### src/rtl/core/sbc_pkg.sv
// ============================================================================
// sbc_pkg: shared types and constants for the source bracket checker
// Holds the scan mode, the stack command passed from the front to the back,
// the result word, the bracket marks, the error codes and the character codes.
// ============================================================================
package sbc_pkg;

    // Scan mode of the front part.
    typedef enum logic [3:0] {
        MODE_NORMAL  = 4'b0001,
        MODE_COMMENT = 4'b0010,
        MODE_STRING  = 4'b0100,
        MODE_ESCAPE  = 4'b1000
    } scan_mode_t;

    // Stack operation decoded by the front part.
    typedef enum logic [2:0] {
        OP_NONE        = 3'd0,
        OP_PUSH_SQUARE = 3'd1,
        OP_PUSH_ROUND  = 3'd2,
        OP_POP_SQUARE  = 3'd3,
        OP_POP_LOOP    = 3'd4,
        OP_LOOP_MARK   = 3'd5,
        OP_END_CHECK   = 3'd6,
        OP_END_PLAIN   = 3'd7
    } stack_op_t;

    // Bracket marks kept on the stack.
    localparam logic [1:0] MARK_SQUARE = 2'd0;
    localparam logic [1:0] MARK_ROUND  = 2'd1;
    localparam logic [1:0] MARK_LOOP   = 2'd2;

    // Error codes.
    localparam logic [2:0] ERR_NONE        = 3'd0;
    localparam logic [2:0] ERR_ESCAPE_END  = 3'd1;
    localparam logic [2:0] ERR_OPEN_STRING = 3'd2;
    localparam logic [2:0] ERR_TOO_DEEP    = 3'd3;
    localparam logic [2:0] ERR_BAD_CLOSE   = 3'd4;
    localparam logic [2:0] ERR_BAD_LOOP    = 3'd5;
    localparam logic [2:0] ERR_LEFT_OPEN   = 3'd6;
    localparam logic [2:0] ERR_HIGH_BYTE   = 3'd7;

    // Character codes.
    localparam logic [7:0] CH_END_TOKEN   = 8'h7f;
    localparam logic [7:0] CH_SPACE       = 8'h20;
    localparam logic [7:0] CH_ZERO        = 8'h00;
    localparam logic [7:0] CH_OPEN_BRACE  = 8'h7b;
    localparam logic [7:0] CH_CLOSE_BRACE = 8'h7d;
    localparam logic [7:0] CH_APOSTROPHE  = 8'h27;
    localparam logic [7:0] CH_QUOTE       = 8'h22;
    localparam logic [7:0] CH_OPEN_SQ     = 8'h5b;
    localparam logic [7:0] CH_CLOSE_SQ    = 8'h5d;
    localparam logic [7:0] CH_OPEN_RD     = 8'h28;
    localparam logic [7:0] CH_CLOSE_RD    = 8'h29;
    localparam logic [7:0] CH_HASH        = 8'h23;

    // Word passed from the front part to the back part.
    typedef struct packed {
        logic [7:0] cleaned;
        stack_op_t  op;
        logic [2:0] err;
    } stack_cmd_t;

    // Result word.
    typedef struct packed {
        logic [7:0] cleaned_byte;
        logic [2:0] error_code;
        logic       end_seen;
    } result_t;

    // Status of the back part.
    typedef struct packed {
        logic       depth_zero;
        logic [2:0] err_kept;
    } back_status_t;

endpackage

### src/rtl/core/sbc_back.sv
// ============================================================================
// sbc_back: bracket stack and error keeper
// Carries out one stack command per cycle while fire is high. The top mark
// and the mark below it sit in registers, the rest in a memory whose
// registered read prefetches the entry below the top when it is not written.
// ============================================================================
module sbc_back #(
    parameter int MAX_NESTING = 1024
) (
    input  logic                  clk,
    input  logic                  rst_n,
    input  logic                  fire,
    input  sbc_pkg::stack_cmd_t   cmd,
    output sbc_pkg::result_t      res,
    output sbc_pkg::back_status_t status
);

    import sbc_pkg::*;

    localparam int DW = $clog2(MAX_NESTING + 1);
    localparam int AW = (MAX_NESTING > 1) ? $clog2(MAX_NESTING) : 1;

    logic [1:0]    stack_mem [MAX_NESTING];
    logic [DW-1:0] depth_reg;
    logic [DW-1:0] depth_next;
    logic [1:0]    top_reg;
    logic [1:0]    top_next;
    logic [1:0]    below_reg;
    logic [2:0]    err_reg;
    logic [2:0]    err_new;
    logic [2:0]    err_out;
    logic          wr_en;
    logic [AW-1:0] wr_addr;
    logic [AW-1:0] rd_addr;
    logic          end_flag;

    // Execute the stack command.
    always_comb
    begin
        depth_next = depth_reg;
        top_next   = top_reg;
        err_new    = cmd.err;
        wr_en      = 1'b0;
        end_flag   = 1'b0;
        unique case (cmd.op)
            OP_PUSH_SQUARE, OP_PUSH_ROUND:
            begin
                if (depth_reg == DW'(MAX_NESTING))
                begin
                    err_new = ERR_TOO_DEEP;
                end
                else
                begin
                    wr_en      = (depth_reg != '0);
                    top_next   = (cmd.op == OP_PUSH_SQUARE) ? MARK_SQUARE : MARK_ROUND;
                    depth_next = depth_reg + DW'(1);
                end
            end
            OP_POP_SQUARE, OP_POP_LOOP:
            begin
                if (depth_reg == '0)
                begin
                    err_new = ERR_BAD_CLOSE;
                end
                else
                begin
                    depth_next = depth_reg - DW'(1);
                    top_next   = below_reg;
                    if (top_reg != ((cmd.op == OP_POP_SQUARE) ? MARK_SQUARE : MARK_LOOP))
                    begin
                        err_new = ERR_BAD_CLOSE;
                    end
                end
            end
            OP_LOOP_MARK:
            begin
                if (depth_reg == '0)
                begin
                    err_new = ERR_BAD_LOOP;
                end
                else
                begin
                    if (top_reg != MARK_ROUND)
                    begin
                        err_new = ERR_BAD_LOOP;
                    end
                    top_next = MARK_LOOP;
                end
            end
            OP_END_CHECK:
            begin
                end_flag = 1'b1;
                if (depth_reg != '0)
                begin
                    err_new = ERR_LEFT_OPEN;
                end
            end
            OP_END_PLAIN:
            begin
                end_flag = 1'b1;
            end
            default:
            begin
                depth_next = depth_reg;
            end
        endcase
    end

    // The first error is kept.
    assign err_out = (err_reg != ERR_NONE) ? err_reg : err_new;

    // A push stores the old top just below the new one; the read prefetches
    // the entry that sits below the next top.
    assign wr_addr = AW'(depth_reg - DW'(1));
    assign rd_addr = AW'(depth_next - DW'(2));

    assign res.cleaned_byte = cmd.cleaned;
    assign res.error_code   = err_out;
    assign res.end_seen     = end_flag;

    assign status.depth_zero = (depth_reg == '0);
    assign status.err_kept   = err_reg;

    // Depth and error; the end token returns both to reset.
    always_ff @(posedge clk or negedge rst_n)
    begin
        if (!rst_n)
        begin
            depth_reg <= '0;
            err_reg   <= ERR_NONE;
        end
        else if (fire)
        begin
            if (end_flag)
            begin
                depth_reg <= '0;
                err_reg   <= ERR_NONE;
            end
            else
            begin
                depth_reg <= depth_next;
                err_reg   <= err_out;
            end
        end
    end

    // Stack memory with the top and prefetched entry registers.
    always_ff @(posedge clk)
    begin
        if (fire)
        begin
            top_reg <= top_next;
            if (wr_en)
            begin
                stack_mem[wr_addr] <= top_reg;
                below_reg          <= top_reg;
            end
            else
            begin
                below_reg <= stack_mem[rd_addr];
            end
        end
    end

endmodule

### config.mk
export PLATFORM = sky130hd
export DESIGN_NAME = sbc_back
export DESIGN_NICKNAME = d
export VERILOG_FILES = /design/src/rtl/core/sbc_pkg.sv /design/src/rtl/core/sbc_back.sv
export SDC_FILE = /design/constraint.sdc
export NUM_CORES = 2
export LEC_CHECK = 0
export BUFFER_PORTS_ARGS = -buffer_cell sky130_fd_sc_hd__buf_4
export CORE_ASPECT_RATIO = 1.4
export CORE_MARGIN = 4
export CORE_UTILIZATION = 30
export CTS_CLUSTER_DIAMETER = 40
export DETAILED_ROUTE_END_ITERATION = 10
export SKIP_LAST_GASP = 1
export SYNTH_ARGS = -nofsm -noshare
export SYNTH_HDL_FRONTEND = slang
export SYNTH_SLANG_ARGS = --single-unit
### constraint.sdc
create_clock -name clk -period 13.8 [get_ports clk]
set_input_delay 0.69 -clock clk [delete_from_list [all_inputs] [get_ports clk]]
set_output_delay 0.69 -clock clk [all_outputs]
set_load 0.01 [all_outputs]
Word level (Yosys, flattened, before mapping)
Memories as Yosys holds them, arrays and structs flattened. A register that Yosys moved wholly into a read port is not among the register bits.
Index checks and enable logic that the tools add are counted.
{"block": "classes", "n_addsub": 3, "eq_ne": 13, "muxes": 25, "n_reduce_logical": 8}
{"operator": "11-bit 2-to-1 mux", "n": 3}
{"operator": "3-bit 2-to-1 mux", "n": 8}
{"operator": "11-bit case mux with 2 select lines", "n": 1}
{"operator": "3-bit == test (second input constant)", "n": 4}
{"operator": "3-bit case mux with 4 select lines", "n": 1}
{"operator": "11-bit by 1-bit adder with 11-bit output (second input constant)", "n": 1}
{"operator": "11-bit == test (second input constant)", "n": 1}
{"operator": "11-bit zero test", "n": 1}
{"operator": "11-bit nonzero test", "n": 1}
{"operator": "11-bit by 1-bit subtractor with 11-bit output (second input constant)", "n": 1}
{"operator": "10-bit by 2-bit subtractor with 10-bit output (second input constant)", "n": 1}
{"operator": "2-bit 2-to-1 mux", "n": 4}
{"operator": "1-bit 2-to-1 mux", "n": 7}
{"operator": "3-bit by 2-bit == test with 1-bit output (second input constant)", "n": 2}
{"operator": "2-bit != test (second input constant)", "n": 3}
{"operator": "2-bit case mux with 3 select lines", "n": 1}
{"operator": "3-bit nonzero test", "n": 2}
{"operator": "2-bit OR reduction", "n": 3}
{"operator": "5-bit AND reduction", "n": 1}
{"operator": "3-bit by 1-bit == test with 1-bit output (second input constant)", "n": 1}
{"operator": "2-bit by 1-bit != test with 1-bit output (second input constant)", "n": 1}
{"operator": "2-bit != test", "n": 1}
{"block": "word_totals", "ff_bits": 16, "ramBits": 2048, "in_bits": 17, "output_inout_bits": 16, "elab_cells": 53, "n_memories": 1}
{"name": "stack_mem", "words": 1024, "word_bits": 2, "read_ports": 1, "rd_clocked_by_memory_dff": 1, "write_ports": 1, "line": "sbc_back.sv:23", "rtl": "logic [1:0] stack_mem [MAX_NESTING];"}

Logic depth before layout (Yosys ltp)
{"block": "logic_depth", "word_depth": 8, "depth_mapped": 27, "ltp_nobuf": 19}

Worst setup path before layout
Ideal clock, no wire load.
{"block": "synth_path", "kind": "register -> output", "startpoint": "register top_reg[0]", "endpoint": "output res[3] (netlist name)", "arrival_time_ns": 14.291, "t_required_ns": 13.110, "setup_slack_ns": -1.181, "path_stages_with_launch": 6, "n_path_buf": 0, "cell_sequence": "edfxtp_1 -> o21ai_0 -> mux4_2 -> nor2_1 -> nor2_1 -> o21bai_1"}
{"element": "start: declaration", "line": "sbc_back.sv:26", "rtl": "logic [1:0] top_reg;"}
{"element": "start signal: assignment", "line": "sbc_back.sv:152", "rtl": "top_reg <= top_next;"}
{"element": "end: declaration", "line": "sbc_back.sv:14", "rtl": "output sbc_pkg::result_t res,"}

Worst setup path in the final report
{"block": "layout_path", "startpoint": "register depth_reg[1]", "endpoint": "register below_reg[1], read port of stack_mem, data pin"}
{"block": "layout_between", "elab_chain_cells": 4, "elab_cells_between_ends": 8, "classes_between": "add/sub (3); eq/ne (1); mux (3); reduce/logical (1)"}
{"element": "start: declaration", "line": "sbc_back.sv:24", "rtl": "logic [DW-1:0] depth_reg;"}
{"element": "start signal: assignment", "line": "sbc_back.sv:141", "rtl": "depth_reg <= depth_next;"}
{"element": "11-bit by 1-bit subtractor with 11-bit output (tied with other cells)"}
{"element": "11-bit 2-to-1 mux, on equally long branches", "line": "sbc_back.sv:61, sbc_back.sv:48"}
{"element": "11-bit case mux with 2 select lines (*)", "line": "sbc_back.sv:45", "rtl": "unique case (cmd.op)"}
{"element": "10-bit by 2-bit subtractor with 10-bit output (*)", "line": "sbc_back.sv:115", "rtl": "assign rd_addr = AW'(depth_next - DW'(2));"}
{"element": "end: declaration", "line": "sbc_back.sv:28", "rtl": "logic [1:0] below_reg;"}
Every way passes the cells marked *; elsewhere a longest branch is shown, timed or not.
A chain may end at the register's enable or synchronous reset.

==> flow_metrics.tcl <==
set metrics [dict create \
    clock_skew_ns 0.0406 \
    io_pins 33 \
    reg2reg_depth 20 \
    cp.arrival_ns 10.81 \
    ctsHoldBuffers 1 \
    min_period_over_period 0.737 \
    fill_cells 29000 \
    setup_viol 0 \
    synth_top_cell_by_area "edfxtp_1" \
    wl_per_cell_um 26.3 \
    dp.cells 10500 \
    fin_nets 6816 \
    synth_cell_type_count 85 \
    r2r-end "below_reg[1]" \
    synth_seq_cells 2066 \
    asyncSetResetFlopFracSynth 0.00678 \
    postPlaceCellArea_um2 93300 \
    syn_area_um2 89500 \
    critPathLaunchType "flop" \
    rrSetupSlack_ns 3.63 \
    syn_area_per_cell_um2 12.7 \
    synthCells 7046 \
    firstDrtPassIters 6 \
    cts_max_path_buffers 4 \
    core_area_um2 297000 \
    ys.flop_type "edfxtp_1" \
    post-route-drc-count 0 \
    antenna_found_initial 9 \
    cts.clk_slew.worst_paths_ns 0.07 \
    critPathMaxFanout 64 \
    first_iter_violations 7403 \
    slew_violations 0 \
    grt_usage 0.179 \
    synth_top_area_frac 0.688 \
    ys_warn_count 0 \
    fin_area_um2 99500 \
    netlist_top_cells_area "edfxtp_1 (69%), mux2i_1 (4.7%), nand2_1 (4.7%)" \
    grt_max_degree 259 \
    port_buffers 16 \
    h-tree-depth 4 \
    grt_pass1_wl_mm 409 \
    instances_no_fill 10900 \
    ctsResizeCount 0 \
    maxSlewHeadroom 0.0999 \
    gp_congestion 0.886 \
    totalWireLength_mm 286 \
    cts.sinks 2066 \
    antenna_left 0 \
    fin_crit_ns 10.17 \
    root_buffer "clkbuf_16" \
    r2r-start "depth_reg[1]" \
    largest_reg_flops 2048 \
    end_kind "flop" \
    start_util 0.301 \
    syn_to_final_growth_pct 11.1 \
    cts_tree "done" \
    gr-total-overflow 0 \
    post-cts-setup-buffer-count 0 \
    tightest_slew_ns 1.34 \
    die-area_um2 307000 \
    cap_viol_max_count 0 \
    drive_gt1_frac 0.0848 \
    num_vias 59300 \
    min_path_type "input pin to asynchronous set/reset pin" \
    worstSetupPathType "flop to flop" \
    fmax_mhz 98.3 \
    synth_edf_count 2052 \
    cts_made_buffers 188 \
    die_h_um 654 \
    hold-worst-slack_ns 0.265 \
    outcome "finished, final reports clean" \
    fin_tns_setup_ns 0 \
    grt_pass1_vias 58600 \
    rsz0062_at_grt "false" \
    hold_viol 0 \
    syn_nets 7070 \
    insertion_delay_ns 0.83 \
    hpwl_mm 161 \
    rows 237 \
    required_ns 14.43 \
    synth_seq_area_share 0.692 \
    vias_per_cell 5.45 \
    die_w_um 470 \
]
-- synthesized netlist by cell type (all sizes together) (4+ instances only) --
cell     number
xnor2        26
a211oi       20
xor2          4
o311ai        6
edfxtp     2052
a32oi        13
nand2      1121
ha            7
and3         21
nand4        46
a2111oi       4
o32ai         4
a21oi       300
a221oi        4
o31a          4
mux4         54
o221ai       77
nor4         16
buf         288
a31oi        27
inv          16
dfrtp        14
o2111ai      11
mux2         24
nor3         46
nand3       511
and4        126
o22ai        40
a311oi       15
or3           5
clkbuf      316
o21ai        51
nor2b         7
o211ai      143
nor2       1064
o31ai        71
and2          9
a21o          4
a22oi         8
mux2i       424
-- worst max path at each step --
stage / startpoint / to / slack [ns]
after floorplan: top_reg[1] / res[3] / -1.10
after global placement: depth_reg[1] / below_reg[1] / 3.93
after detailed placement: depth_reg[1] / below_reg[1] / 3.85
after CTS: depth_reg[1] / below_reg[1] / 3.77
after global routing: depth_reg[1] / below_reg[1] / 3.45
final: depth_reg[1] / below_reg[1] / 3.63
-- stage by stage --
| stage | utilization | worst slack (ns) |
|---|---|---|
| after floorplan | - | -1.10 |
| final | 0.335 | 3.63 |
| after detailed placement | 0.314 | 3.85 |
| after global placement | 0.314 | 3.93 |
| after global routing | 0.334 | 3.45 |
| after CTS | 0.334 | 3.77 |
-- layer usage --
| metal | GRT usage | routed length [µm] |
|---|---|---|
| met1 | 0.209 | 103000 |
| met2 | 0.311 | 142000 |
| met3 | 0.0254 | 21900 |
| met4 | 0.109 | 19400 |
| met5 | 0 | 0 |
-- worst max-delay path, cell delays in order, from the launching register on --
cell and delay (ns):
dfrtp_1 0.60, inv_1 0.22, ha_1 0.28, nor3b_4 0.47, nand3_4 0.26, a221oi_4 0.30, buf_4 0.60, nor2_4 0.12
inv_8 0.44, ha_4 0.47, inv_6 0.44, buf_4 0.48, nand2_4 0.55, buf_4 0.60, o22ai_1 0.81, o22ai_1 0.44
o31ai_1 0.92, o2111ai_1 0.63, o31ai_1 0.76, a21oi_1 0.11, o41ai_2 0.34
-- cell type report --
class | count | area (µm²) | share of cell area
sequential | 2066 | 62000 | 0.623
multi-input combinational | 4359 | 25000 | 0.251
clock inverter | 109 | 1240 | 0.0124
timing repair buffer | 160 | 1380 | 0.0139
tap | 3943 | 4930 | 0.0496
clock buffer | 225 | 4930 | 0.0495
antenna | 8 | 20.0 | 0.000201
inverter | 17 | 76.3 | 0.000767
-- placed cells by master, fill, tap and decap left out, drive strengths merged, types with 25 or more instances in the layout --
| cell | count |
|---|---|
| nand2 | 1121 |
| a21oi | 300 |
| mux4 | 54 |
| o22ai | 40 |
| clkbuf | 225 |
| mux2i | 424 |
| o211ai | 143 |
| clkinv | 68 |
| o21ai | 51 |
| and4 | 126 |
| edfxtp | 2052 |
| a31oi | 27 |
| nor3 | 46 |
| nand3 | 511 |
| xnor2 | 26 |
| nand4 | 46 |
| bufinv | 25 |
| o221ai | 77 |
| buf | 159 |
| o31ai | 71 |
| nor2 | 1064 |
-- cell families (layout without fill, tap and decap cells) --
family / count (synthesis) / count (layout) / synth area share
simple gates: 2991 / 2991 / 0.145
other cells: 0 / 8 / 0
compound gates: 829 / 829 / 0.0617
xor+xnor: 30 / 30 / 0.00314
flops: 2066 / 2066 / 0.692
buf+inv: 621 / 511 / 0.0336
mux: 502 / 502 / 0.0640
fa+ha+maj: 7 / 7 / 0.000978
Power is left out: the tool's default activity adds up to more than one toggle a clock period on the data nets, which glitch-free logic cannot reach.
